===== src/design/tfn_pkg.sv =====
package tfn_pkg;

  localparam int COORD_WIDTH_DEF  = 16;
  localparam int NORMAL_WIDTH_DEF = 16;

  // the largest scaled cross magnitude sits in [2^29, 2^30)
  localparam int MAG_BITS  = 30;
  localparam int SUM_BITS  = 2 * MAG_BITS + 2;
  localparam int ROOT_BITS = SUM_BITS / 2;
  localparam int REM_BITS  = SUM_BITS + 1;

  typedef struct packed {
    logic [MAG_BITS-1:0] mag_x;
    logic [MAG_BITS-1:0] mag_y;
    logic [MAG_BITS-1:0] mag_z;
    logic                neg_x;
    logic                neg_y;
    logic                neg_z;
    logic                degenerate;
  } side_t;

endpackage


===== src/design/tfn_isqrt.sv =====
module tfn_isqrt (
  input  logic                          clk,
  input  logic                          en,
  input  logic [tfn_pkg::SUM_BITS-1:0]  radicand,
  output logic [tfn_pkg::ROOT_BITS-1:0] root
);
  import tfn_pkg::*;

  localparam int SQ = ROOT_BITS;

  logic [REM_BITS-1:0] xs [SQ];
  logic [REM_BITS-1:0] rs [SQ];

  // one result bit per stage, test bit walks down two places each stage
  for (genvar k = 0; k < SQ; k++) begin : g_step
    localparam logic [REM_BITS-1:0] BIT = REM_BITS'(1) << (2 * (SQ - 1 - k));
    logic [REM_BITS-1:0] xin;
    logic [REM_BITS-1:0] rin;
    logic [REM_BITS-1:0] trial;

    if (k == 0) begin : g_first
      assign xin = REM_BITS'(radicand);
      assign rin = '0;
    end else begin : g_next
      assign xin = xs[k-1];
      assign rin = rs[k-1];
    end

    assign trial = rin + BIT;

    always_ff @(posedge clk) begin
      if (en) begin
        if (xin >= trial) begin
          xs[k] <= xin - trial;
          rs[k] <= (rin >> 1) + BIT;
        end else begin
          xs[k] <= xin;
          rs[k] <= rin >> 1;
        end
      end
    end
  end

  assign root = rs[SQ-1][ROOT_BITS-1:0];

endmodule


===== config.mk =====
export PLATFORM = sky130hd
export DESIGN_NAME = tfn_isqrt
export DESIGN_NICKNAME = d
export VERILOG_FILES = /design/src/design/tfn_pkg.sv /design/src/design/tfn_isqrt.sv
export SDC_FILE = /design/constraint.sdc
export NUM_CORES = 2
export LEC_CHECK = 0
export ABC_AREA = 0
export BUFFER_PORTS_ARGS = -buffer_cell sky130_fd_sc_hd__buf_2
export CAP_MARGIN = 10
export CORE_ASPECT_RATIO = 1.4
export CORE_MARGIN = 5
export CORE_UTILIZATION = 30
export CTS_CLUSTER_SIZE = 25
export DETAILED_ROUTE_END_ITERATION = 10
export GPL_TIMING_DRIVEN = 0
export PLACE_DENSITY = 0.47
export SLEW_MARGIN = 20
export SYNTH_ARGS = -nofsm -noshare
export SYNTH_HDL_FRONTEND = slang
export SYNTH_SLANG_ARGS = --single-unit

===== constraint.sdc =====
create_clock -name clk -period 9.95 [get_ports clk]
set_input_delay 0.995 -clock clk [delete_from_list [all_inputs] [get_ports clk]]
set_output_delay 0.995 -clock clk [all_outputs]
set_load 0.1 [all_outputs]

==> results.cfg <==
[global_routing]
grt.overflow.total = 0
grt_pass1_wl_um = 531600
grt_pass1_vias = 80133
grt.total_usage = 0.1763
antenna_found_initial = 5
grt_max_degree = 61

[sta]
whs_ps = 250.7
tightestPinTransition_ps = 1176
rsz0062_at_grt = false
relSlewSlack = 0.2092
finalHoldViolCount = 0
max_freq_ghz = 0.1749
setup_viol = 0
fin_crit_ps = 5717
clock_skew_ps = 99.71
fin_crit_sh = 0.5746
slew_violations = 0
setup-tns-final_ps = 0

[setup_path]
crit_buf_inv = 4
path_class = flop to flop
crit_chain = inv_1, ha_1, or3_1, o221a_2, o21ba_2, o41ai_1, a31oi_1, nor3_2, buf_4, clkbuf_1, buf_1, nand2_1, o21ai_0
critPathArrivalTime_ps = 6320
cp_slowest_cell = o41ai_1
cp-end-kind = flop
required_ps = 10550
critPathTopFamily = compound AO/OA/AOI/OAI gates
cp-start-kind = flop
cpPeakStageDelay_ps = 990
cp_max_fo = 10

[synthesis]
synth.distinct_cells = 104
synth_cells = 9588
synth-edff-count = 2386
async_flop_share = 0
yosysWarnings = 0
netlist_area_um2 = 117100
synthFlopType = edfxtp_1
yosysSeqAreaShare = 0.6117
syn-num-nets = 10177
avgSynthCellArea_um2 = 12.22
ys_ff_latch = 2386

[floorplanning]
chipHeight_um = 749.3
core_area_um2 = 388900
dieWidth_um = 538.1
start_util = 0.3012
io_pins = 95
rows = 271
fp.dieArea_um2 = 403200

[detailed_routing]
firstDrtPassIters = 6
drcViolationCount = 0
num_vias = 77529
drt-initial-drc-count = 4960
vias_per_cell = 5.044
drt-total-wl_um = 363700
ant_nets = 0
wl_per_cell_um = 23.66

[clock_network]
cts-buffers-inserted = 265
cts_resized = 0
root_buffer = clkbuf_16
clock_latency_ps = 930
post_cts_buffers = 0
holdBufCountCts = 0
h-tree-depth = 5
clock_path_buffers = 4
cts_tree = built
clk_pin_slew_worst_paths_ps = 60
clock-sinks = 2386

[power]
powerDensity_nw_per_um2 = 226.6
p_comb_frac = 0.214
power.leakage_nw = 48.84
seq_power_share = 0.455
switching_share = 0.3083
vdd_drop_max_v = 0.0001229
switchingPower_w = 0.009360
finalPower_w = 0.03036
internal_power_w = 0.02100
clkPwrFrac = 0.331

[finish]
fill_cells = 38145
syn2layout_area_growth_pct = 14.40
multi_input_area_um2 = 42190
fin_area_um2 = 134000
final_nets = 10577
drive_gt1_frac = 0.07238
regArea_um2 = 71650

[outcome]
status = completed

[run]
drv_cap = 0

[placement]
post-dp-hpwl_um = 292400
place_congestion = 0.9123
io_buffers = 94
place_area_um2 = 125200

[worst_hold_path]
hold_class = primary input to flop
==> per-layer routing <==
layer  up-vias  wire [um]  global-route usage
met3       713      10530             0.02018
met1     38314     119900              0.1643
li1      36832          -                   -
met4         4      21070             0.08734
met5         -         34                   0
met2      1666     212200              0.3667
==> layout by cell type (no fill, tap or decap), types with 27 or more instances in the layout <==
cell,netlist,routed
nor2_1,575,575
nand2b_1,108,108
edfxtp_1,2386,2386
buf_2,16,113
clkinv_2,0,35
nor4_1,389,380
buf_16,0,29
clkinv_1,1,32
nand3_1,183,183
ha_1,525,525
o31ai_1,38,38
a21oi_1,482,482
clkbuf_4,0,32
nor2b_1,68,68
a211o_1,27,27
mux2_2,45,45
a211oi_1,45,43
inv_1,656,655
nand4_1,170,170
or2_2,36,36
nand3b_1,43,43
o211ai_1,41,41
or3_1,107,107
clkbuf_16,0,269
a31oi_1,54,54
nand4b_1,41,41
or4_1,73,73
bufinv_16,0,34
xnor2_1,458,458
nor3_1,257,256
o21bai_1,52,52
and3_1,54,54
o21ai_0,512,512
nand2_1,745,745
nor4b_1,49,48
a21o_1,245,245
and2_1,44,44
xor2_1,395,395
clkbuf_1,202,218
o21a_1,88,88
==> state kept, by name (all words and copies together) (netlist names) <==
signal  flops
rs        496
xs       1890
==> metrics by stage <==
| stage | setup slack [ps] | util | instances |
|---|---|---|---|
| floorplan | 5112 | - | 9588 |
| global placement | 17.44 | 0.3191 | 14869 |
| detailed placement | 4133 | 0.3220 | 14908 |
| CTS | 4218 | 0.3445 | 15369 |
| global route | 4005 | 0.3445 | 15370 |
| finish | 4233 | 0.3445 | 15370 |
==> synth_stat cells, drive strengths merged (12+ instances only) <==
master	count	share of area
a2111oi	22	0.0016
a211o	27	0.0020
a211oi	46	0.0030
a21boi	24	0.0016
a21o	245	0.016
a21oi	483	0.021
a31o	16	0.0012
a31oi	54	0.0029
and2	45	0.0024
and3	54	0.0029
and4	29	0.0022
buf	29	0.0014
clkbuf	205	0.0066
edfxtp	2386	0.61
ha	525	0.056
inv	657	0.021
mux2	45	0.0043
nand2	745	0.024
nand2b	108	0.0058
nand3	183	0.0078
nand3b	43	0.0028
nand4	170	0.0091
nand4b	41	0.0031
nor2	576	0.018
nor2b	68	0.0036
nor3	258	0.011
nor3b	21	0.0013
nor4	393	0.021
nor4b	50	0.0038
o2111ai	18	0.0014
o211ai	41	0.0026
o21a	88	0.0056
o21ai	528	0.023
o21bai	52	0.0033
o31ai	39	0.0025
o41ai	12	0.00090
or2	38	0.0020
or3	107	0.0057
or4	79	0.0052
or4b	12	0.0010
xnor2	458	0.034
xor2	396	0.030
==> power by group through the flow <==
stage | registers [W] | logic, W | clock network [W]
4_1_cts | 0.0138 | 0.00655 | 0.0104
5_1_grt | 0.0139 | 0.00718 | 0.0108
6_report | 0.0138 | 0.00650 | 0.0100
2_1_floorplan | 0.0135 | 0.00455 | 0
3_3_place_gp | 0.0141 | 0.00643 | 0
3_5_place_dp | 0.0140 | 0.00651 | 0
==> final cells by class <==
cell class,count,area share
Sequential cell,2386,0.5347
Multi-Input combinational cell,6310,0.3149
Clock buffer,319,0.05164
Tap cell,5187,0.04843
Inverter,658,0.01843
Clock inverter,142,0.01373
Timing Repair Buffer,133,0.01027
Buffer,234,0.007900
Antenna cell,1,0.00001868
==> final timing paths <==
path	from	endpoint	slack, ps	cells past startpoint
max	rs[1][700]	xs[1][784]	4230	13
min reg2reg	xs[1][256]	xs[1][319]	390	0
max reg2reg	rs[1][700]	xs[1][784]	4230	13
min	radicand[53]	xs[0][53]	250	1
==> cells by family (layout without fill, tap and decap cells) <==
family                     Yosys count  after routing  synth area share
other                                0              1                 0
and+or+nand+nor                   3052           3052            0.1361
AOI/OAI and AO/OA                 1823           1823           0.09785
buffers and inverters              892           1486           0.02908
adders and majority gates          525            525           0.05608
muxes                               56             56          0.005266
DFF                               2386           2386            0.6117
xor gates and xnor gates           854            854           0.06392
Note: power is estimated with default switching activity, not from simulation.
