[src/design/tfn_pkg.sv]
package tfn_pkg;

  localparam int COORD_WIDTH_DEF  = 16;
  localparam int NORMAL_WIDTH_DEF = 16;

  // the largest scaled cross magnitude sits in [2^29, 2^30)
  localparam int MAG_BITS  = 30;
  localparam int SUM_BITS  = 2 * MAG_BITS + 2;
  localparam int ROOT_BITS = SUM_BITS / 2;
  localparam int REM_BITS  = SUM_BITS + 1;

  typedef struct packed {
    logic [MAG_BITS-1:0] mag_x;
    logic [MAG_BITS-1:0] mag_y;
    logic [MAG_BITS-1:0] mag_z;
    logic                neg_x;
    logic                neg_y;
    logic                neg_z;
    logic                degenerate;
  } side_t;

endpackage

[src/design/tfn_divide.sv]
module tfn_divide #(
  parameter int FRAC_BITS = tfn_pkg::NORMAL_WIDTH_DEF - 2
) (
  input  logic                                     clk,
  input  logic                                     en,
  input  logic [tfn_pkg::MAG_BITS+FRAC_BITS:0]     numer,
  input  logic [tfn_pkg::ROOT_BITS-1:0]            divisor,
  output logic [FRAC_BITS:0]                       quot
);
  import tfn_pkg::*;

  localparam int DV = FRAC_BITS + 1;
  localparam int DW = ROOT_BITS + FRAC_BITS + 1;

  logic [DW-1:0]        rem [DV];
  logic [ROOT_BITS-1:0] dvs [DV];
  logic [FRAC_BITS:0]   qb  [DV];

  // restoring division, one quotient bit per stage, top bit first
  for (genvar j = 0; j < DV; j++) begin : g_step
    localparam int K = FRAC_BITS - j;
    localparam logic [FRAC_BITS:0] QBIT = (FRAC_BITS + 1)'(1) << K;
    logic [DW-1:0]        rin;
    logic [ROOT_BITS-1:0] din;
    logic [FRAC_BITS:0]   qin;
    logic [DW-1:0]        sub;

    if (j == 0) begin : g_first
      assign rin = DW'(numer);
      assign din = divisor;
      assign qin = '0;
    end else begin : g_next
      assign rin = rem[j-1];
      assign din = dvs[j-1];
      assign qin = qb[j-1];
    end

    assign sub = DW'(din) << K;

    always_ff @(posedge clk) begin
      if (en) begin
        dvs[j] <= din;
        if (rin >= sub) begin
          rem[j] <= rin - sub;
          qb[j]  <= qin | QBIT;
        end else begin
          rem[j] <= rin;
          qb[j]  <= qin;
        end
      end
    end
  end

  assign quot = qb[DV-1];

endmodule

[config.mk]
export PLATFORM = sky130hd
export DESIGN_NAME = tfn_divide
export DESIGN_NICKNAME = d
export VERILOG_FILES = /design/src/design/tfn_pkg.sv /design/src/design/tfn_divide.sv
export SDC_FILE = /design/constraint.sdc
export NUM_CORES = 2
export LEC_CHECK = 0
export ABC_AREA = 1
export BUFFER_PORTS_ARGS = -buffer_cell sky130_fd_sc_hd__buf_2
export CAP_MARGIN = 40
export CORE_ASPECT_RATIO = 0.5
export CORE_UTILIZATION = 55
export CTS_CLUSTER_DIAMETER = 150
export CTS_CLUSTER_SIZE = 28
export DETAILED_ROUTE_END_ITERATION = 7
export GPL_TIMING_DRIVEN = 0
export PLACE_DENSITY = 0.79
export SETUP_SLACK_MARGIN = 0.02
export SYNTH_ARGS = -nofsm -noshare
export SYNTH_HDL_FRONTEND = slang
export SYNTH_SLANG_ARGS = --single-unit
[constraint.sdc]
create_clock -name clk -period 4 [get_ports clk]
set_clock_uncertainty 0.2 [all_clocks]
set_input_delay 0.4 -clock clk [delete_from_list [all_inputs] [get_ports clk]]
set_output_delay 0.4 -clock clk [all_outputs]
set_load 0.03 [all_outputs]
==> results.yml <==
cells_and_area:
  drive_gt1_share_pct: 3.61
  stdcell_area_um2: 89600
  n_fill_cell: 13800
  syn_to_final_growth_pct: 6.61
  final_nets: 12300
  regArea_um2: 36000
  multi_input_area_um2: 38500
floorplan:
  die_area_um2: 154000
  start_util_pct: 55.9
  fp.dieH_um: 278
  core_area_um2: 150000
  ioPinCount: 93
  row_count: 100
  die_w_um: 555
placement:
  numPortBuffers: 92
  hpwl_mm: 248
  dpl_cell_area_um2: 87500
  gp_congestion: 1.03
cts:
  root_buffer: "clkbuf_16"
  clk_latency_ns: 0.76
  post_cts_buffers: 0
  cts_tree: "built"
  cts.sinks: 1198
  cts_buffer_depth: 3
  path_clk_slew_ns: 0.12
  htree_levels: 2
  numCtsBuffers: 48
synth:
  synthCells: 11500
  synth_mux_area_share_pct: 0
  syn_area_um2: 84100
  yosys.area_share.adder_pct: 7.26
  yosysWarnings: 0
  ys_seq_area_share_pct: 42.8
  synth_edf_count: 1198
  synth-simple-area-share_pct: 31.0
  synthXorXnorAreaFrac_pct: 2.89
  synth_top_family_by_area: "simple AND/OR/NAND/NOR gates"
  ys_types: 46
  async_flop_share_pct: 0
  ys.flop_type: "edfxtp_1"
  synth_compound_area_share_pct: 4.58
  synth_area_leaders: "edfxtp_1 43%, nand2_1 19%, inv_1 10%"
  syn_nets: 12100
  ys_ff_latch: 1198
  synth_top_area_share_pct: 42.8
  yosys.area.top_type: "edfxtp_1"
  syn_avg_cell_area_um2: 7.31
hold_path:
  hold_path_class: "input pin to flop"
  whs_endpoint: "dvs[0][92]"
  hp-start: "en"
  hold_depth: 2
route:
  remaining_drc_errors: 0
  antenna_left: 0
  dr.pass1.iters: 6
  wl_per_cell_um: 21.4
  drtIter0Drc: 6508
  via_count: 74900
  drt_wl_total_mm: 295
  vias_per_cell: 5.43
grt:
  grt_overflow: 0
  grtUsageTotal_pct: 37.9
  grt_pass1_wl_mm: 436
  grt_max_degree: 106
  antenna_found_initial: 3
  grt_pass1_vias: 74200
sta:
  slew_headroom_pct: 36.8
  slew_viol_final: 0
  fin_setup_tns_ns: 0
  rsz0062_at_grt: "false"
  finalCritPeriodShare_pct: 97.2
  fin_crit_ns: 3.89
  max_freq_mhz: 257
  hold_viol_final: 0
  tightest_slew_ns: 0.944
  finalSetupViolCount: 0
worst_setup_path:
  ff2ff_path_depth: 12
  critPathLaunchType: "flop"
  cp-end-kind: "flop"
  timing.rr.start: "rem[1][158]"
  worstPathArrival_ns: 4.28
  worstSetupPathType: "flop to flop"
  critPathRequiredTime_ns: 4.39
  rrSetupSlack_ns: 0.11
  critPathMaxFanout: 7
  r2r_end: "rem[1][213]"
power_and_ir_drop:
  p_leak_nw: 45.3
  cellPowerDensity_nw_per_um2: 626
  ir_worst_vdd_v: 0.000442
job:
  drv_cap: 0
status:
  status: "finished, final reports clean"
## through the flow
step	cells	hold WS, ns	setup WS, ns	util (%)	power (mW)
CTS	13800	0.0310	0.290	59.6	55.5
finish	13800	0.00838	0.111	59.6	56.1
global placement	13600	0.201	-9.40	57.9	49.1
global route	13800	0.0330	0.143	59.6	59.7
detailed placement	13700	0.205	-1.40	58.3	49.4
floorplan	11500	0.200	0.889	-	39.4
## worst max-delay path, cell delays in order, from the launching register on
cell      delay [ns]
edfxtp_1        0.43
ha_1            0.38
nand2_1         0.15
inv_1           0.05
nand2_1         0.06
nand2_1         0.08
a21oi_1         0.65
nand3_2         0.45
nand3_1         0.18
nand2_1         0.40
inv_1           0.49
nand2_1         0.09
nand2_1         0.10
## synthesized netlist by cell type (all sizes together) (2+ instances only)
cell,n
nand2,4226
inv,2333
edfxtp,1198
nor2,1042
nand3,711
ha,465
a21oi,449
o21ai,225
xor2,179
nor3,115
nand4,101
xnor2,98
buf,95
nand3b,88
o21bai,34
nor4,22
clkbuf,21
and2,19
or2,19
fa,14
nand2b,11
a21boi,10
and3,6
a21o,5
o21a,5
nor3b,3
a31oi,2
o211ai,2
## how the worst max path moves through the flow
stage,end,startpoint,cells past startpoint
after global placement,qb[1][10],en,4
after global routing,rem[0][227],dvs[0][123],12
after floorplan,qb[1][76],en,3
after CTS,rem[1][40],rem[0][353],12
final,rem[1][213],rem[1][158],12
after detailed placement,rem[0][257],en,14
## cell type report
class                   instances  area share [%]
diodes                          3         0.00838
plain buffers                 115           0.965
clock buffers                  49            1.37
clock inverters                 2          0.0321
inverters                    2334            9.78
multi-input cells            7851            42.9
flip-flops and latches       1198            40.1
well taps                    2040            2.85
repair buffers                194            1.91
## layout by cell type (no fill, tap or decap), types with 19 or more instances in the layout
cell / count
buf_4: 27
nand2_1: 4186
nor2_2: 34
nand2_2: 30
xnor2_1: 98
o21ai_0: 191
xor2_1: 179
and2_1: 19
inv_1: 2319
buf_2: 128
o21ai_1: 29
nand4_1: 101
a21oi_1: 443
nand3_1: 692
nand3b_1: 88
ha_1: 465
buf_6: 38
edfxtp_1: 1198
nor2_1: 1005
dlygate4sd3_1: 76
o21bai_1: 33
nor4_1: 21
clkbuf_16: 49
nor3_1: 110
## routing by layer
| layer | share of wire (%) | routed length, um | global-route usage (%) | vias to the layer above |
|---|---|---|---|---|
| met5 | 0.0044 | 13 | 0 | - |
| met4 | 9.9 | 29100 | 31.8 | 2 |
| met3 | 5.9 | 17400 | 4.78 | 1076 |
| met2 | 50 | 148000 | 70.3 | 3197 |
| met1 | 34 | 101000 | 38.0 | 34200 |
| li1 | - | - | - | 36500 |
## report_power, final
group	leakage (nW)	switching, mW	internal, mW
clock	0.618	3.96	2.22
sequential	11.6	2.07	17.7
combinational	33.1	20.7	9.35
total	45.3	26.8	29.3
## state kept, by name, indices dropped and copies added (netlist names)
name  cells
rem     644
dvs     434
qb      120
## what timing repair did
item | in CTS | in global routing
hold endpoints to repair | 147 | 0
endpoints found under the setup margin | 156 | 0
hold buffers | 77 | 0
gates resized for setup | 3 | 0
## kinds of logic after synthesis
| family | Yosys count |
|---|---|
| and+or+nand+nor | 6363 |
| AOI/OAI and AO/OA | 732 |
| DFF | 1198 |
| buffers and inverters | 2450 |
| adders and majority gates | 479 |
| xor gates and xnor gates | 277 |
Power figures use the tool's default switching activity.
